$ cat src/sv/mkbs_pkg.sv
// Shared types and constants for the masked-key binary search block.
// Used by the controller, the datapath and the top level; depends on nothing.
`timescale 1ns / 1ps

package mkbs_pkg;

	localparam int TABLE_DEPTH = 1024;
	localparam int IDX_W       = $clog2(TABLE_DEPTH);
	localparam int CNT_W       = $clog2(TABLE_DEPTH + 1);
	localparam int CFG_W       = 11;
	localparam int CLAMP_W     = (CFG_W > CNT_W) ? CFG_W : CNT_W;
	localparam int WORD_W      = 64;
	localparam int CLASS_W     = 4;
	localparam int KEY_W       = WORD_W - CLASS_W;
	localparam int IN_INDEX_W  = 10;
	localparam int S_DATA_W    = 144;
	localparam int M_DATA_W    = 8;

	localparam logic FUNC_WRITE  = 1'b0;
	localparam logic FUNC_LOOKUP = 1'b1;

	typedef enum logic [1:0] {
		ST_IDLE,
		ST_PROBE,
		ST_HOLD
	} state_t;

	// Commands from the controller to the datapath.
	typedef struct packed {
		logic start;
		logic step;
		logic out_load;
	} dp_cmd_t;

	// Status from the datapath to the controller.
	typedef struct packed {
		logic lookup;
		logic empty;
		logic stop;
	} dp_stat_t;

endpackage

$ cat src/sv/mkbs_ctrl.sv
// Controller state machine for the masked-key binary search block.
// Depends on mkbs_pkg; drives the datapath through dp_cmd_t.
`timescale 1ns / 1ps

module mkbs_ctrl (
	input  logic              clk,
	input  logic              arst_n,
	input  logic              s_tvalid,
	output logic              s_tready,
	output logic              m_tvalid,
	input  logic              m_tready,
	input  mkbs_pkg::dp_stat_t stat,
	output mkbs_pkg::dp_cmd_t  cmd
);

	mkbs_pkg::state_t state_q, state_d;
	logic             out_valid_q;
	logic             out_free;

	assign out_free = !out_valid_q || m_tready;

	always_comb begin
		state_d = state_q;
		unique case (state_q)
			mkbs_pkg::ST_IDLE: begin
				if (s_tvalid) begin
					if (stat.lookup && !stat.empty) state_d = mkbs_pkg::ST_PROBE;
					else state_d = mkbs_pkg::ST_HOLD;
				end
			end
			mkbs_pkg::ST_PROBE: begin
				if (stat.stop) state_d = mkbs_pkg::ST_HOLD;
			end
			mkbs_pkg::ST_HOLD: begin
				if (out_free) state_d = mkbs_pkg::ST_IDLE;
			end
			default: state_d = mkbs_pkg::ST_IDLE;
		endcase
	end

	always_comb begin
		s_tready     = 1'b0;
		cmd.start    = 1'b0;
		cmd.step     = 1'b0;
		cmd.out_load = 1'b0;
		unique case (state_q)
			mkbs_pkg::ST_IDLE: begin
				s_tready  = 1'b1;
				cmd.start = s_tvalid;
			end
			mkbs_pkg::ST_PROBE: begin
				cmd.step = 1'b1;
			end
			mkbs_pkg::ST_HOLD: begin
				cmd.out_load = out_free;
			end
			default: ;
		endcase
	end

	always_ff @(posedge clk or negedge arst_n) begin
		if (!arst_n) begin
			state_q     <= mkbs_pkg::ST_IDLE;
			out_valid_q <= 1'b0;
		end else begin
			state_q <= state_d;
			if (cmd.out_load) out_valid_q <= 1'b1;
			else if (m_tready) out_valid_q <= 1'b0;
		end
	end

	assign m_tvalid = out_valid_q;

endmodule

$ cat config.mk
export PLATFORM = sky130hd
export DESIGN_NAME = mkbs_ctrl
export DESIGN_NICKNAME = d
export VERILOG_FILES = /design/src/sv/mkbs_pkg.sv /design/src/sv/mkbs_ctrl.sv
export SDC_FILE = /design/constraint.sdc
export NUM_CORES = 1
export LEC_CHECK = 0
export ABC_AREA = 1
export ABC_CLOCK_PERIOD_IN_PS = 2500
export BUFFER_PORTS_ARGS = -buffer_cell sky130_fd_sc_hd__buf_2
export CAP_MARGIN = 20
export CORE_AREA = 5 5 42 44
export CTS_BUF_LIST = sky130_fd_sc_hd__clkbuf_4
export DETAILED_ROUTE_END_ITERATION = 16
export DIE_AREA = 0 0 47 49
export MAX_ROUTING_LAYER = met4
export PLACE_DENSITY = 0.46
export SLEW_MARGIN = 20
export SYNTH_ARGS = -nofsm -noshare
export SYNTH_HDL_FRONTEND = slang
export SYNTH_SLANG_ARGS = --single-unit
$ cat constraint.sdc
create_clock -name clk -period 2.5 [get_ports clk]
set_input_delay 0.125 -clock clk [delete_from_list [all_inputs] [get_ports clk]]
set_output_delay 0.125 -clock clk [all_outputs]
set_load 0.02 [all_outputs]
Yosys cells after proc, flatten, opt, wreduce, memory -nomap -nowiden

Index checks and enable logic that the tools add are counted.

Output and inout bits: 5
Register bits after elaboration: 3
Memories: 0
Logic and storage cells: 25
Memory bits (read-only): 0
Bits of input ports: 7
Bits in latches: 0
RAM bits: 0

Equality and inequality tests: 5
Bitwise gates (word level): 0
Magnitude comparators: 0
Multiply operators: 0
Shift-type cells: 0
Divide/modulo/power cells: 0
$add $sub $neg: 0
Reductions and logical operators: 7
Muxes and demuxes: 11

Operators by type and width:

| operator           | count |
|---|---|
| $mux 2             | 4 |
| $mux 1             | 6 |
| $ne 2x2->1 const B | 3 |
| $pmux 2 s3         | 1 |
| $reduce_and 3->1   | 1 |
| $eq 2x1->1 const B | 1 |
| $eq 2x2->1 const B | 1 |
| $logic_not 1->1    | 2 |
| $logic_not 2->1    | 1 |
| $reduce_bool 2->1  | 1 |
| $logic_and 1x1->1  | 1 |
| $logic_or 1x1->1   | 1 |

Logic depth before layout (Yosys ltp)

Word-level depth: 5
Depth in mapped cells: 6
Depth with buffers taken out: 6

Least setup slack after synthesis

Ideal clock, no wire load.

Kind: register to output
From: register state_q[0]
To: output cmd[2] (netlist name)
Slack: 1.445 ns
Path buffers: 0
Cell stages (with the launch flop): 2
Required time: 2.375 ns
Data arrival time: 0.930 ns
Cells stage by stage: dfrtp_1 -> nor3_1

RTL lines:

| item                   | line            | text |
|---|---|---|
| start, declared        | mkbs_ctrl.sv:16 | `mkbs_pkg::state_t state_q, state_d;` |
| start signal, assigned | mkbs_ctrl.sv:63 | `state_q <= mkbs_pkg::ST_IDLE;` |
| start signal, assigned | mkbs_ctrl.sv:66 | `state_q <= state_d;` |
| end, declared          | mkbs_ctrl.sv:13 | `output mkbs_pkg::dp_cmd_t cmd` |

==> metrics.md <==
| Metric | Value |
|---|---|
| Die span in y | 49 um |
| Initial DRC Count | 5 |
| # setup viols final | 0 |
| Slew of the pin with the lowest slew margin | 188 ps |
| Setup bufs post-CTS | 0 |
| H-tree depth | 1 |
| Slew Limit Fails | 0 |
| Remaining DRCs | 0 |
| Layout area overhead | 58.6% |
| Net Count, Synth | 38 |
| Area of the multi-input gates | 95.1 um^2 |
| Drt wl/cell | 8.48 um |
| Unrepaired setup endpoints after global routing | no |
| Synthesis warning total | 0 |
| Final period utilization | 48.0% |
| Register area | 75.1 um^2 |
| Layout cell share with drive strength beyond 1 | 42.6% |
| Reg clk slew, reported paths | 40 ps |
| # resized after CTS | 0 |
| Number of standard cells after synthesis | 31 |
| Layout Cells excl Fill | 63 |
| CTS max path bufs | 2 |
| Post-route minimum period | 1200 ps |
| Die footprint | 2300 um^2 |
| Outcome | finished, final reports clean |
| Clock Skew | 2.67 ps |
| Register bit total from synthesis | 3 |
| HP Class | input port to flip-flop |
| Drt total wl | between 500 and 600 um |
| Max-Cap Viols | 0 |
| Fmax | around 0.83 GHz |
| Most frequent cells in the layout | 11 x buf_2, 9 x nand2_1, 5 x inv_1, 4 x nor2_1, 4 x clkbuf_4 |
| Register area share after synthesis | between 30% and 40% |
| GRT Total Usage | 6.08% |
| IR drop worst, VDD | 0.211 mV |
| Max transition margin | 87.4% |
| P per Cell Area | 1200 nW/um^2 |
| Via density | 3.68 |
| Static leakage | 0.193 nW |
| GPL Wtd Cong | between 0.7 and 0.8 |
| Dpl cells | 58 |
| DP HPWL | 419 um |
| Die Width | 47 um |
| N_diodes | 0 |
| CTS tree | yes |
| Vias in the first global route | 235 |
| # clock sinks | 3 |
| # IOs | 12 |
| Initial Utilization | 14.0% |
| Total negative slack | 0 ps |
| WP data required | approximately 2400 ps |
| CP Data Arrival Time | roughly 1100 ps |
| Critical path peak fanout | 4 |
| Yosys cell types | 10 |
| Crit Path Class | flip-flop to primary output |
| Leading post-synthesis cells by cell area | dfrtp_1 38%, nand2_1 17%, inv_1 9.6%, nand3_1 7.6%, nor2_1 7.6% |
| Core area | 1400 um^2 |
| Root Buffer | clkbuf_4 |
| DRT antenna net count | 0 |
| Largest net degree at the start of global routing | 6 |
| Worst Setup Start Kind | flip-flop |
| Area leader, netlist | dfrtp_1 |
| DR pass1 iterations | 3 |
| Final hold violation count | 0 |
| Grt ovf | 0 |
| Vias | 232 |
| First-pass GRT wire length | 848 um |
| Antenna violations before repair | 0 |
| Layout fillers | 177 |
| CTS Buf Count | 3 |
| Final-stage net count | 55 |
| Post-synth top area share | 38.2% |
| Mapped cell area | 196 um^2 |
| Port bufs | 11 |
| Clock Latency Late Sink | 240 ps |
| CP endpoint kind | primary output |
| Number of cell rows | 14 |
| Avg Cell Area, Syn | 6.34 um^2 |
| Hold_buf cts | 1 |
| Most common cell after layout, fill and taps aside | buf_2 |
==> critical path, stage by stage (launching register included) <==
cell and delay [ps]:
dfrtp_1 420, inv_2 70, nand2_1 70, nor2_1 110, buf_2 170
==> per-stage QoR <==
| step | hold slack [ps] | power (W) | worst slack (ps) | utilization (%) | area, um^2 |
|---|---|---|---|---|---|
| 5_1_grt | 198 | 0.000409 | 1210 | 22.2 | 312 |
| 6_report | 171 | 0.000373 | 1300 | 22.2 | 312 |
| 3_3_place_gp | -76.1 | 0.000276 | 1550 | 19.4 | 272 |
| 2_1_floorplan | -171 | 0.000219 | 1450 | - | 196 |
| 3_5_place_dp | -75.6 | 0.000275 | 1550 | 19.4 | 272 |
| 4_1_cts | 160 | 0.000381 | 1280 | 22.2 | 312 |
==> final cells by class <==
type	count	share of cell area [%]
multi-input combinational	21	30.5
inverter	7	8.43
sequential	3	24.1
clock buffer	4	9.64
tap	16	6.43
timing repair buffer	12	20.9
==> path summary, 6_finish.rpt <==
path                                 start          to  slack [ps]  depth (start not counted)
min in group asynchronous           arst_n  state_q[0]         210                          2
worst max register to register  state_q[0]  state_q[1]        1540                          6
max in group asynchronous           arst_n    m_tvalid        2180                          2
worst min-delay path              m_tready    m_tvalid         170                          4
worst min register to register    m_tvalid    m_tvalid         520                          2
worst max-delay path            state_q[0]      cmd[0]        1300                          4
==> layer usage <==
metal	track usage (%)	up-vias	share of wire, %
met3	2.21	2	5.4
met4	9.68	0	4.7
met5	-	-	0
met2	7.69	6	48
li1	-	122	-
met1	5.09	102	42
==> synth_stat cells <==
cell type  count
dfrtp_1        3
nand2_2        1
nand2_1        9
o21bai_1       1
nor2_1         4
nor3_1         1
nand3_1        3
inv_2          2
nor2_2         2
inv_1          5
==> flip-flops by register name (all words and copies together) (netlist names) <==
name	count
state_q	2
m_tvalid	1
==> where the power goes <==
| group | switching (W) | internal (W) |
|---|---|---|
| Combinational | 0.000117 | 0.0000631 |
| Clock | 0.0000277 | 0.0000708 |
| Sequential | 0.0000243 | 0.0000699 |
| Total | 0.000169 | 0.000204 |
==> kinds of logic (layout without fill, tap and decap cells) <==
family	Yosys count	in the layout	synth area share (%)
AOI/OAI and AO/OA	1	1	3.82
buffers and inverters	7	23	13.4
DFF	3	3	38.2
and+or+nand+nor	20	20	44.6
Power figures use the tool's default switching activity.
